File: src/rtl/fully_connected_layer_defines.svh
// assertion macros for the fully connected layer
// expects signals named clk and rst in the including module
`ifndef FULLY_CONNECTED_LAYER_DEFINES_SVH
`define FULLY_CONNECTED_LAYER_DEFINES_SVH

// same-cycle implication, checked outside reset
`define FCL_ASSERT_NOW(lbl, ante, cons, msg) \
  lbl: assert property (@(posedge clk) disable iff (rst) (ante) |-> (cons)) else $error(msg);

// next-cycle implication, checked outside reset
`define FCL_ASSERT_NEXT(lbl, ante, cons, msg) \
  lbl: assert property (@(posedge clk) disable iff (rst) (ante) |=> (cons)) else $error(msg);

`endif

File: src/rtl/fcl_pkg.sv
// shared constants and types for the fully connected layer
// no dependencies
package fcl_pkg;

  // default sizes
  localparam int MAX_IN_DEF     = 64;
  localparam int MAX_OUT_DEF    = 64;
  localparam int DATA_WIDTH_DEF = 16;
  localparam int ACC_WIDTH_DEF  = 40;

  // fixed point format
  localparam int FRAC_BITS = 12;

  // fixed field widths
  localparam int ROW_W      = 6;
  localparam int COL_W      = 7;
  localparam int DIM_W      = 7;
  localparam int SAMPLE_W   = 16;
  localparam int CFG_IDX_W  = 2;
  localparam int CFG_DATA_W = 16;

  // register indexes
  localparam logic [CFG_IDX_W-1:0] REG_IN_DIM   = 2'd0;
  localparam logic [CFG_IDX_W-1:0] REG_OUT_DIM  = 2'd1;
  localparam logic [CFG_IDX_W-1:0] REG_BIAS_EN  = 2'd2;
  localparam logic [CFG_IDX_W-1:0] REG_BATCH    = 2'd3;

  // register reset values
  localparam logic [DIM_W-1:0]    IN_DIM_RST  = 7'd64;
  localparam logic [DIM_W-1:0]    OUT_DIM_RST = 7'd64;
  localparam logic                BIAS_EN_RST = 1'b1;
  localparam logic [SAMPLE_W-1:0] BATCH_RST   = 16'd1;

  // opcodes
  localparam logic OP_LOAD = 1'b0;
  localparam logic OP_FEED = 1'b1;

  // side information carried with each result
  typedef struct packed {
    logic [SAMPLE_W-1:0] sample;
    logic [ROW_W-1:0]    neuron;
    logic                last;
    logic                batch_end;
  } fcl_tag_t;

endpackage

File: src/rtl/fcl_result_stage.sv
// bias add, rounding and saturation of accumulator values, two register stages
// depends on fcl_pkg
module fcl_result_stage import fcl_pkg::*; #(
  parameter int DATA_WIDTH = DATA_WIDTH_DEF,
  parameter int ACC_WIDTH  = ACC_WIDTH_DEF
) (
  input  logic                         clk,
  input  logic                         rst,
  input  logic                         in_vld,
  input  logic signed [ACC_WIDTH-1:0]  acc_val,
  input  logic signed [DATA_WIDTH-1:0] bias_val,
  input  logic                         bias_en,
  input  fcl_tag_t                     in_tag,
  output logic                         pending,
  output logic                         res_vld,
  output logic signed [DATA_WIDTH-1:0] res_value,
  output fcl_tag_t                     res_tag
);

  localparam int RW = ACC_WIDTH - FRAC_BITS + 1;
  localparam int CW = ((RW > DATA_WIDTH) ? RW : DATA_WIDTH) + 1;
  localparam logic signed [CW-1:0] SAT_HI =
    {{(CW-DATA_WIDTH+1){1'b0}}, {(DATA_WIDTH-1){1'b1}}};
  localparam logic signed [CW-1:0] SAT_LO = ~SAT_HI;

  logic                        sum_vld;
  logic signed [ACC_WIDTH-1:0] sum;
  fcl_tag_t                    sum_tag;
  logic signed [ACC_WIDTH-1:0] bias_sh;
  logic signed [ACC_WIDTH-1:0] quot;
  logic signed [CW-1:0]        rnd;
  logic signed [DATA_WIDTH-1:0] sat;

  // bias aligned to the accumulator fraction
  assign bias_sh = bias_en ? (ACC_WIDTH'(bias_val) <<< FRAC_BITS) : '0;

  // round half up, then clamp to the output range
  assign quot = sum >>> FRAC_BITS;
  assign rnd  = CW'(quot) + signed'({{(CW-1){1'b0}}, sum[FRAC_BITS-1]});

  always_comb begin
    if (rnd > SAT_HI) begin
      sat = SAT_HI[DATA_WIDTH-1:0];
    end else if (rnd < SAT_LO) begin
      sat = SAT_LO[DATA_WIDTH-1:0];
    end else begin
      sat = rnd[DATA_WIDTH-1:0];
    end
  end

  // valid flags
  always_ff @(posedge clk) begin
    if (rst) begin
      sum_vld <= 1'b0;
      res_vld <= 1'b0;
    end else begin
      sum_vld <= in_vld;
      res_vld <= sum_vld;
    end
  end

  // payload registers
  always_ff @(posedge clk) begin
    sum       <= acc_val + bias_sh;
    sum_tag   <= in_tag;
    res_value <= sat;
    res_tag   <= sum_tag;
  end

  assign pending = sum_vld;

endmodule

File: config.mk
export PLATFORM = sky130hd
export DESIGN_NAME = fcl_result_stage
export DESIGN_NICKNAME = d
export VERILOG_FILES = /design/src/rtl/fully_connected_layer_defines.svh /design/src/rtl/fcl_pkg.sv /design/src/rtl/fcl_result_stage.sv
export SDC_FILE = /design/constraint.sdc
export NUM_CORES = 1
export LEC_CHECK = 0
export ABC_AREA = 0
export BUFFER_PORTS_ARGS = -buffer_cell sky130_fd_sc_hd__buf_2
export CAP_MARGIN = 20
export CORE_MARGIN = 3
export CORE_UTILIZATION = 46
export CTS_CLUSTER_DIAMETER = 30
export CTS_CLUSTER_SIZE = 24
export DETAILED_ROUTE_END_ITERATION = 6
export PLACE_DENSITY = 0.83
export SYNTH_ARGS = -nofsm -noshare
export SYNTH_HDL_FRONTEND = slang
export SYNTH_SLANG_ARGS = --single-unit
File: constraint.sdc
create_clock -name clk -period 3.5 [get_ports clk]
set_input_delay 0.875 -clock clk [delete_from_list [all_inputs] [get_ports clk]]
set_output_delay 0.875 -clock clk [all_outputs]
set_load 0.01 [all_outputs]
* Word-level counts from Yosys, hierarchy flattened
Cells that the tools add are included.
** Cells by class
- Mux-type cells :: 2
- Add/sub/neg operators :: 2
- $lt $le $gt $ge :: 2
** Operator list (count)
- adder 40 bit :: 1
- two-way mux 40 bit :: 1
- adder 28 x 2 -> 29 bit :: 1
- > comparator 29 x 16 -> 1 bit (second input constant) :: 1
- less-than comparator 29 x 16 -> 1 bit (second input constant) :: 1
- two-way mux 16 bit :: 1
** Storage, ports and cells
- Output and inout bits :: 42
- Bits in registers :: 106
- Input bits :: 84
- Logic and storage cells :: 18

* Longest topological paths before layout
Gate-level depths: netlist of run 1.
- Depth in word-level cells :: 3
- Gate-level depth with buffers :: 12
- Gate-level depth less buffers :: 11

* Worst setup path after synthesis of run 1
OpenSTA, ideal clock, no wires.
- Path kind :: in2reg
- Start :: input port bias_val[0]
- End :: register sum[38]
- Path slack :: 108 ps
- Data required time :: 3374 ps
- Setup time :: 126 ps
- Arrival :: 3266 ps
- Cell stages on the path :: 11
- Path buffers :: 0
- Path through :: and2_1 ha_1 fa_1 a21oi_1 o21ai_0 o21a_1 a311o_1 a221o_1 a22oi_1 o211ai_1 xor2_1
** Between the ends
- Cells in the longest elaborated chain, start to end :: 2
** RTL lines
- start: declaration :: RTL line fcl_result_stage.sv:11 : input logic signed [DATA_WIDTH-1:0] bias_val,
- two-way mux 40 bit :: RTL line fcl_result_stage.sv:35 : assign bias_sh = bias_en ? (ACC_WIDTH'(bias_val) <<< FRAC_BITS) : '0;
- adder 40 bit :: RTL line fcl_result_stage.sv:64 : sum <= acc_val + bias_sh;
- end signal: assignment :: RTL line fcl_result_stage.sv:64
- end: declaration :: RTL line fcl_result_stage.sv:27 : logic signed [ACC_WIDTH-1:0] sum;
No other way between the ends.
A chain may end at the register's enable or synchronous reset.

* Worst setup path in the final report of run 1
- Start :: input port bias_en
- End :: register sum[38]
** Between the ends
- Cells in the longest elaborated chain, start to end :: 2
** RTL lines
- start: declaration :: RTL line fcl_result_stage.sv:12 : input logic bias_en,
- two-way mux 40 bit :: RTL line fcl_result_stage.sv:35
- adder 40 bit :: RTL line fcl_result_stage.sv:64
No other way between the ends.

==> impl_metrics.tcl, run 1 <==
set metrics [dict create \
    status "completed" \
    root_buffer "clkbuf_8" \
    gr-total-overflow 0 \
    path_max_fanout 3 \
    seq_area_um2 1902 \
    synth.distinct_cells 45 \
    drc 0 \
    worst-setup-path-type "in2reg" \
    yosysSeqAreaShare_pct 48.01 \
    dp_hpwl_um 6548 \
    r2r_end "res_value[2]" \
    synth.avg_cell_area_um2 9.978 \
    p_per_area_nw_per_um2 501.7 \
    worstPathArrival_ns 3.59 \
    final_max_slew_viol_count 0 \
    drtAntennaViolNets 0 \
    max_freq_mhz 298.4 \
    final_common_cell "buf_2" \
    startpoint_type "input pin" \
    port_buffers 114 \
    grt_usage_pct 16.67 \
    clk_latency_ns 0.35 \
    synth_edf_count 0 \
    fillCellCount 715 \
    grt_antenna_before_repair 0 \
    clk_path_buf_depth 2 \
    vdd.ir_drop.worst_v 0.0001803 \
    final.min_clock_period_ns 3.352 \
    ioPinCount 126 \
    ys_ff_latch 95 \
    hold_viol 0 \
    rsz0062_at_grt "false" \
    numCtsBuffers 9 \
    min-delay-start "sum_tag[4]" \
    core_um2 8299 \
    required_ns 3.73 \
    clock_sinks 95 \
    skew_ns 0.009192 \
    power.total_w 0.002471 \
    die_w_um 98.80 \
    htreeDepth 3 \
    syn-num-nets 511 \
    dieArea_um2 9761 \
    layout-drive-gt1-share_pct 27.43 \
    grt_max_degree 18 \
    cts_setup_buffers 0 \
    grt_pass1_vias 3093 \
    cts-resized-gates 0 \
    yosysWarnings 0 \
    async_reset_ff_share_pct 0 \
    synthCells 397 \
    setup_viol 0 \
    final_cell_mix "buf_2, dfxtp_1, a21oi_1, ha_1, nand2_1" \
    holdBufCountCts 0 \
    slew_headroom_pct 57.20 \
    whs_path_depth 0 \
    path_clk_slew_ns 0.09 \
    vias_per_cell 5.059 \
    cts_tree "built" \
    fin_nets 645 \
    end_kind "flip-flop" \
    num_antenna_cells 0 \
    tightest_slew_ns 0.6371 \
    holdCritPathClass "reg2reg" \
    ys.flop_type "dfxtp_1" \
    vias 3243 \
    p_leak_nw 2.273 \
    fp.dieH_um 98.80 \
    area_delta_synth_final_pct 24.35 \
    min_to "res_tag[4]" \
    maxCapViolations 0 \
    grt_pass1_wl_um 13440 \
    core.rowCount 33 \
    whs_ns 0.3316 \
    drtIter0Drc 103 \
    syn_area_um2 3961 \
    dr.pass1.iters 4 \
    start_util_pct 47.73 \
    post-route-period-util_pct 95.76 \
    drt_wl_total_um 8034 \
    globalplace.congestion 0.8674 \
    multiInputGateArea_um2 1983 \
    reg2reg_slack_ns 0.61 \
    r2r_cells 9 \
    wl_per_cell_um 12.53 \
    crit-reg2reg-launch "sum[14]" \
]
-- through the flow --
step / std cells / setup TNS (ns) / cell area, um^2 / utilization, % / setup slack, ns
floorplan: 397 / 0 / 3961 / - / 0.1079
global placement: 624 / -0.2257 / 4737 / 57.08 / -0.09210
detailed placement: 624 / -0.5442 / 4737 / 57.08 / -0.2008
CTS: 640 / 0 / 4918 / 59.26 / 0.1801
global route: 641 / 0 / 4926 / 59.35 / 0.04052
finish: 641 / 0 / 4926 / 59.35 / 0.1484
-- cells by family (layout without fill, tap and decap cells) --
kind of cell             count (synthesis)  in the layout  synth area share (%)
buffers and inverters                   18            157                 1.926
adder cells (fa/ha/maj)                 30             30                 9.665
flip-flops                              95             95                 48.01
AND/OR/NAND/NOR                        108            108                 14.50
XOR/XNOR                                42             42                 9.286
AO/OA/AOI/OAI                          103            103                 16.36
multiplexers                             1              1                0.2527
-- power by group --
group / switching [W] / internal [W]
sequential: 0.0000822 / 0.00122
combinational: 0.000270 / 0.000252
clock: 0.000371 / 0.000271
-- registers in the layout, indices dropped and copies added, names as in the netlist --
register,cells
pending,1
res_tag,24
res_value,16
res_vld,1
sum,29
sum_tag,24
-- area by class of cell --
class                           instances  share of cell area, %
Clock buffer                           10                  2.591
Inverter                               12                 0.9144
Multi-Input combinational cell        284                  40.26
Sequential cell                        95                  38.61
Tap cell                              105                  2.667
Timing Repair Buffer                  129                  13.87
Clock inverter                          6                  1.092
-- Yosys cell counts, types with 2 or more instances --
| library cell | number | share of area [%] |
|---|---|---|
| o21a_1 | 5 | 0.95 |
| or3_1 | 2 | 0.32 |
| dfxtp_1 | 95 | 48 |
| xnor2_1 | 24 | 5.3 |
| o21ai_0 | 18 | 2.3 |
| a211oi_1 | 4 | 0.76 |
| a22oi_1 | 2 | 0.38 |
| or2_2 | 2 | 0.32 |
| nor3_1 | 5 | 0.63 |
| a41oi_1 | 3 | 0.66 |
| xor2_1 | 18 | 4.0 |
| inv_1 | 12 | 1.1 |
| nor2_1 | 15 | 1.4 |
| o21ai_1 | 12 | 1.5 |
| nor3b_1 | 2 | 0.38 |
| and2_1 | 17 | 2.7 |
| o211ai_1 | 4 | 0.76 |
| nand3_1 | 7 | 0.88 |
| nand3b_1 | 2 | 0.38 |
| ha_1 | 29 | 9.2 |
| nor2b_1 | 8 | 1.3 |
| and4_1 | 3 | 0.66 |
| nand4_1 | 6 | 0.95 |
| nand2_1 | 25 | 2.4 |
| a21o_1 | 6 | 1.1 |
| o21bai_1 | 3 | 0.57 |
| and3_1 | 11 | 1.7 |
| clkbuf_1 | 4 | 0.38 |
| nand2b_1 | 2 | 0.32 |
| a31oi_1 | 4 | 0.63 |
| a21oi_1 | 33 | 4.2 |
-- critical path, stage by stage --
cell and delay [ns]:
buf_2 0.11, and2_1 0.13, ha_1 0.21, fa_1 0.41
a21oi_1 0.18, o21ai_0 0.13, o21a_1 0.21, a311o_1 0.38
a221o_1 0.33, a22oi_1 0.30, o211ai_1 0.15, xor2_1 0.15
-- layer usage --
metal	share of wire, %	wire [um]	vias up	global-route usage, %
met5	0	0	-	0
met4	1.3	102	0	6.197
met3	6.7	541	8	3.609
met2	48	3882	121	29.65
met1	44	3507	1430	19.59
li1	-	-	1684	-
-- how the worst max path moves through the flow --
stage / cells after the start / to / startpoint
3_3_place_gp: 12 / sum[38] / bias_en
4_1_cts: 12 / sum[38] / bias_en
6_report: 12 / sum[38] / bias_en
5_1_grt: 12 / sum[38] / bias_en
2_1_floorplan: 11 / sum[38] / bias_val[0]
3_5_place_dp: 12 / sum[38] / bias_en
Power figures use the tool's default switching activity.
==> run 2: changes to the inputs <==
--- a/config.mk
+++ b/config.mk
@@ -9,11 +9,12 @@
 export BUFFER_PORTS_ARGS = -buffer_cell sky130_fd_sc_hd__buf_2
 export CAP_MARGIN = 20
 export CORE_MARGIN = 3
-export CORE_UTILIZATION = 46
+export CORE_UTILIZATION = 35
 export CTS_CLUSTER_DIAMETER = 30
 export CTS_CLUSTER_SIZE = 24
 export DETAILED_ROUTE_END_ITERATION = 6
-export PLACE_DENSITY = 0.83
+export PLACE_DENSITY = 0.68
+export SKIP_CTS_REPAIR_TIMING = 1
 export SYNTH_ARGS = -nofsm -noshare
 export SYNTH_HDL_FRONTEND = slang
 export SYNTH_SLANG_ARGS = --single-unit
==> run 2 against run 1 <==
Combinational power about the same. Final cell count up 5.3%. First-iteration DRC count up 130%. Wire length up 0.42%. Clock skew down 0.0041 ns. Non-clock buffer count up 1. Flip-flop and latch count unchanged. Die area up 29%. Utilization down 13 points. Clock-buffer cell count unchanged. Global-route usage down 3.9 points. Sequential power about the same.
==> impl_metrics.tcl, run 2 (synthesized netlist as in run 1, its figures left out) <==
set metrics [dict create \
    status "completed" \
    top_regs "sum: 29 flops, res_tag: 24 flops, sum_tag: 24 flops" \
    dieArea_um2 12630 \
    highest_layer "met4" \
    final.min_clock_period_ns 3.263 \
    dr.pass1.iters 4 \
    setup_viol 0 \
    whs_path_depth 0 \
    vdd.ir_drop.worst_v 0.0003825 \
    path_cells "buf_2 > and2_1 > ha_1 > fa_1 > a21oi_1 > o21ai_0 > o21a_1 > a311o_1 > a221o_1 > a22oi_2 > o211ai_1 > xor2_1" \
    min-delay-start "sum_tag[19]" \
    grt_pass1_vias 3031 \
    globalplace.congestion 0.8141 \
    switching_share_pct 26.00 \
    drc 0 \
    layout.cells.non_filler 675 \
    port_buffers 114 \
    p_clk_share_pct 33.6 \
    skew_ns 0.005120 \
    core.rowCount 38 \
    clk_path_buf_depth 2 \
    path_clk_slew_ns 0.06 \
    root_buffer "clkbuf_16" \
    wl_per_cell_um 11.95 \
    regMostFlops "sum" \
    post-route-period-util_pct 93.22 \
    num_antenna_cells 0 \
    route.met3.wl_um 569 \
    required_ns 3.71 \
    clock_sinks 95 \
    utilization_pct 46.52 \
    crit_family "compound AO/OA/AOI/OAI gates" \
    pwr-share-comb_pct 18.9 \
    numCtsBuffers 9 \
    r2r_cells 10 \
    die_w_um 112.4 \
    min_to "res_tag[19]" \
    crit_buf_inv 1 \
    crit_slowest_cell "fa_1" \
    area_delta_synth_final_pct 28.43 \
    end_kind "flip-flop" \
    crit-reg2reg-launch "sum[11]" \
    placed_area_um2 4788 \
    reg2reg_slack_ns 0.60 \
    drt_wl_total_um 8068 \
    dp_hpwl_um 6623 \
    vias_per_cell 4.810 \
    dpl.cell_count 660 \
    p_per_area_nw_per_um2 542.2 \
    postLayoutSetupSlackWorst_ns 0.2374 \
    htreeDepth 3 \
    cts_tree "built" \
    layout-drive-gt1-share_pct 27.66 \
    p_int_w 0.002041 \
    fp.dieH_um 112.4 \
    met1Wirelength_um 3607 \
    worstPathArrival_ns 3.48 \
    maxCapViolations 0 \
    p_leak_nw 2.329 \
    path_max_fanout 3 \
    final_common_cell "buf_2" \
    hold_viol 0 \
    drtIter0Drc 239 \
    grt_antenna_before_repair 0 \
    vias 3247 \
    rsz0062_at_grt "false" \
    pwr-share-seq_pct 47.5 \
    route.met2.wl_um 3751 \
    core_um2 10940 \
    slew_headroom_pct 53.74 \
    final_cell_mix "buf_2, dfxtp_1, a21oi_1, ha_1, nand2_1" \
    holdCritPathClass "reg2reg" \
    clk_latency_ns 0.33 \
    grt_pass1_wl_um 13370 \
    gr-total-overflow 0 \
    tightest_slew_ns 0.6886 \
    power.switching_w 0.0007171 \
    final_max_slew_viol_count 0 \
    worst-setup-path-type "in2reg" \
    startpoint_type "input pin" \
    start_util_pct 36.22 \
    stdcell_area_um2 5087 \
    grt_usage_pct 12.75 \
    r2r_end "res_value[3]" \
    place_ws_ns -0.1926 \
    ioPinCount 126 \
    grt_max_degree 16 \
    drtAntennaViolNets 0 \
    largest_reg_flops 29 \
    critPathMaxStageDelay_ns 0.40 \
    max_freq_mhz 306.5 \
    fin_nets 646 \
]
-- run 2: changes by cell type in the layout (fill, tap and decap cells not counted) --
cell and delta:
clkbuf_16 +9, buf_4 +1, inv_8 -1, clkbuf_1 -1, a22oi_2 +1, a22oi_1 -1
clkinv_4 -2, bufinv_16 +1, clkinv_2 +2, inv_6 -2, clkbuf_8 -8
-- run 2: worst max path at each step --
stage          cells past startpoint  slack (ns)  endpoint         from
3_5_place_dp                      12       -0.19   sum[38]      bias_en
3_3_place_gp                      12       -0.13   sum[38]      bias_en
4_1_cts                           12        0.16   sum[38]      bias_en
5_1_grt                           13        0.04   sum[37]      bias_en
6_report                          12        0.24   sum[38]  bias_val[0]
2_1_floorplan                     11        0.11   sum[38]  bias_val[0]
-- run 2: per-layer routing --
layer | vias up | global-route usage (%)
met1 | 1440 | 15.70
li1 | 1683 | -
met5 | - | 0
met3 | 9 | 3.558
met2 | 115 | 21.18
met4 | 0 | 4.968
-- run 2: stage by stage --
stage / total power [W] / TNS (ns) / hold WS, ns
floorplan: 0.001652 / 0 / 0.3096
global placement: 0.001837 / -0.3457 / 0.3096
detailed placement: 0.001855 / -0.5763 / 0.3121
CTS: 0.002791 / 0 / 0.3256
global route: 0.002911 / 0 / 0.3297
finish: 0.002758 / 0 / 0.3251
-- run 2: final cells by class --
type	count	area, um^2
sequential	95	1902
clock buffer	10	239.0
tap	140	175.2
inverter	12	45.04
fill	1034	5848
clock inverter	4	47.55
timing repair buffer	130	690.7
multi-input combinational	284	1988
-- run 2: power groups by stage --
stage	clock (W)	combinational [W]	sequential (W)
after global placement	0	0.000510	0.00133
after floorplan	0	0.000303	0.00135
final	0.000927	0.000522	0.00131
after CTS	0.000958	0.000524	0.00131
after global routing	0.000997	0.000589	0.00132
after detailed placement	0	0.000522	0.00133
==> run 3: changes to the inputs <==
--- a/config.mk
+++ b/config.mk
@@ -5,7 +5,7 @@
 export SDC_FILE = /design/constraint.sdc
 export NUM_CORES = 1
 export LEC_CHECK = 0
-export ABC_AREA = 0
+export ABC_AREA = 1
 export BUFFER_PORTS_ARGS = -buffer_cell sky130_fd_sc_hd__buf_2
 export CAP_MARGIN = 20
 export CORE_MARGIN = 3
@@ -13,7 +13,7 @@
 export CTS_CLUSTER_DIAMETER = 30
 export CTS_CLUSTER_SIZE = 24
 export DETAILED_ROUTE_END_ITERATION = 6
-export PLACE_DENSITY = 0.68
+export PLACE_DENSITY = 0.66
 export SKIP_CTS_REPAIR_TIMING = 1
 export SYNTH_ARGS = -nofsm -noshare
 export SYNTH_HDL_FRONTEND = slang
==> run 3 against run 2 <==
Via count increased by 26%. Hold slack improved by 0.0012 ns. Utilization fell by 1.7 points. Largest cell class unchanged. Sequential power is essentially flat. Setup slack better by 0.55 ns. Critical path type unchanged. First-iteration DRC count decreased by 52%. Combinational power increased by 22%. Wire length up 28%. Area after synthesis rose by 16%. Total power increased by 9.2%.
==> impl_metrics.tcl, run 3 <==
set metrics [dict create \
    vdd.ir_drop.worst_v 0.0002466 \
    globalplace.congestion 0.9054 \
    async_reset_ff_share_pct 0 \
    port_buffers 114 \
    maxCapViolations 0 \
    max_freq_mhz 368.2 \
    p_clk_share_pct 35.2 \
    p_int_w 0.002121 \
    p_per_area_nw_per_um2 528.6 \
    ys_ff_latch 95 \
    power.switching_w 0.0008916 \
    drc 0 \
    whs_ns 0.3263 \
    regMostFlops "sum" \
    rsz0062_at_grt "false" \
    vias 4092 \
    grt_antenna_before_repair 0 \
    synth.avg_cell_area_um2 7.596 \
    grt_pass1_wl_um 16970 \
    p_leak_nw 2.841 \
    skew_ns 0.004457 \
    core.rowCount 41 \
    syn-num-nets 720 \
    layout-drive-gt1-share_pct 21.28 \
    drtIter0Drc 114 \
    post-route-period-util_pct 77.59 \
    yosysWarnings 0 \
    pwr-share-comb_pct 21.1 \
    tns_ns 0 \
    numCtsBuffers 9 \
    dieArea_um2 14560 \
    final.min_clock_period_ns 2.716 \
    startpoint_type "input pin" \
    ys.flop_type "dfxtp_1" \
    path_cells "buf_2 > nand2_1 > inv_1 > ha_1 > a21oi_1 > o21ai_0 > o21bai_1 > inv_1 > o21ai_0 > nand3_1 > nand2_1 > xor2_1" \
    final_common_cell "nand2_1" \
    hold_viol 0 \
    drtAntennaViolNets 0 \
    worst-setup-path-type "in2reg" \
    synth_edf_count 0 \
    yosysSeqAreaShare_pct 41.32 \
    drt_wl_total_um 10320 \
    yosysTopAreaCell "dfxtp_1" \
    fp.dieH_um 120.7 \
    setup_viol 0 \
    path_clk_slew_ns 0.07 \
    fin_nets 842 \
    synth_common_cells "nand2_1, dfxtp_1, nor2_1" \
    clock_sinks 95 \
    slew_headroom_pct 68.44 \
    wl_per_cell_um 11.40 \
    tightest_slew_ns 0.4685 \
    worstPathArrival_ns 2.94 \
    dp_hpwl_um 8574 \
    end_kind "flip-flop" \
    area_delta_synth_final_pct 23.81 \
    yosysMostFrequentCell "nand2_1" \
    switching_share_pct 29.60 \
    status "completed" \
    path_max_fanout 16 \
    start_util_pct 36.18 \
    critPathMaxStageDelay_ns 0.36 \
    grt_max_degree 18 \
    syn_area_um2 4603 \
    htreeDepth 3 \
    die_w_um 120.7 \
    clk_path_buf_depth 2 \
    top_regs "sum: 29 flops, res_tag: 24 flops, sum_tag: 24 flops" \
    synth.distinct_cells 36 \
    crit_buf_inv 3 \
    yosysTopAreaCellShare_pct 41.32 \
    vias_per_cell 4.522 \
    grt_pass1_vias 3836 \
    required_ns 3.72 \
    core_um2 12720 \
    largest_reg_flops 29 \
    crit_slowest_cell "ha_1" \
    root_buffer "clkbuf_16" \
    pwr-share-seq_pct 43.7 \
    gr-total-overflow 0 \
    clk_latency_ns 0.33 \
    yosys-top-cells-area "dfxtp_1, nand2_1, ha_1, nor2_1, inv_1" \
    cts_tree "built" \
    grt_usage_pct 14.26 \
    final_cell_mix "nand2_1, buf_2, dfxtp_1, nor2_1, inv_1" \
    holdCritPathClass "reg2reg" \
    dr.pass1.iters 4 \
    ioPinCount 126 \
    num_antenna_cells 0 \
    synthCells 606 \
    crit_family "compound AO/OA/AOI/OAI gates" \
    final_max_slew_viol_count 0 \
]
-- run 3: cell count changes in the layout (fill, tap and decap cells not counted), moves of 12 or more --
| cell | delta |
|---|---|
| nand2_1 | +158 |
| inv_1 | +44 |
| o21ai_1 | -12 |
| and2_1 | -15 |
| buf_4 | -15 |
| nor2_1 | +52 |
-- run 3: worst register-to-register path: cells and delay by family, from the launching register on --
family | cells | cell delay (ns)
fa+ha+maj | 2 | 0.52
simple gates | 13 | 1.36
flops | 1 | 0.31
-- run 3: final timing paths --
| check | slack (ns) | start | end | cells past startpoint |
|---|---|---|---|---|
| max | 0.78 | bias_en | sum[36] | 12 |
| min | 0.33 | sum_tag[8] | res_tag[8] | 0 |
| max reg2reg | 1.18 | sum[11] | res_value[4] | 15 |
| min reg2reg | 0.33 | sum_tag[8] | res_tag[8] | 0 |
-- run 3: logic make-up (layout without fill, tap and decap cells) --
logic type	Yosys count	count (layout)	synth area share [%]
flops	95	95	41.32
simple gates	312	312	29.19
compound gates	67	67	8.263
fa+ha+maj	30	30	8.318
xor+xnor	40	40	7.611
buf+inv	62	189	5.300
-- run 3: power by group through the flow --
stage / logic [W] / registers [W] / clock network (W)
finish: 0.000636 / 0.00132 / 0.00106
global route: 0.000725 / 0.00134 / 0.00112
CTS: 0.000639 / 0.00132 / 0.00108
detailed placement: 0.000634 / 0.00134 / 0
global placement: 0.000632 / 0.00134 / 0
floorplan: 0.000413 / 0.00135 / 0
-- run 3: per-layer routing --
layer	track usage [%]	vias to the layer above	share of wire, %
met5	0	-	0
met4	5.241	0	1.5
met3	2.479	14	7.2
met2	23.58	134	44
met1	18.65	1767	48
li1	-	2177	-
-- run 3: layout make-up --
cell class,instances,area (um^2)
Multi-Input combinational cell,449,2457
Tap cell,172,215.2
Clock buffer,10,229.0
Inverter,58,217.7
Timing Repair Buffer,115,578.1
Fill cell,1350,7023
Sequential cell,95,1902
Clock inverter,6,100.1
-- run 3: through the flow --
stage               utilization (%)  area [um^2]  std cells  setup WS, ns  total power, W
finish                        44.80         5699        905        0.7844        0.003012
global route                  44.80         5699        905        0.5238        0.003185
CTS                           44.80         5699        905        0.7750        0.003040
detailed placement            42.21         5370        889        0.4175        0.001977
global placement              42.21         5370        889        0.4176        0.001970
floorplan                         -         4603        606        0.7247        0.001764
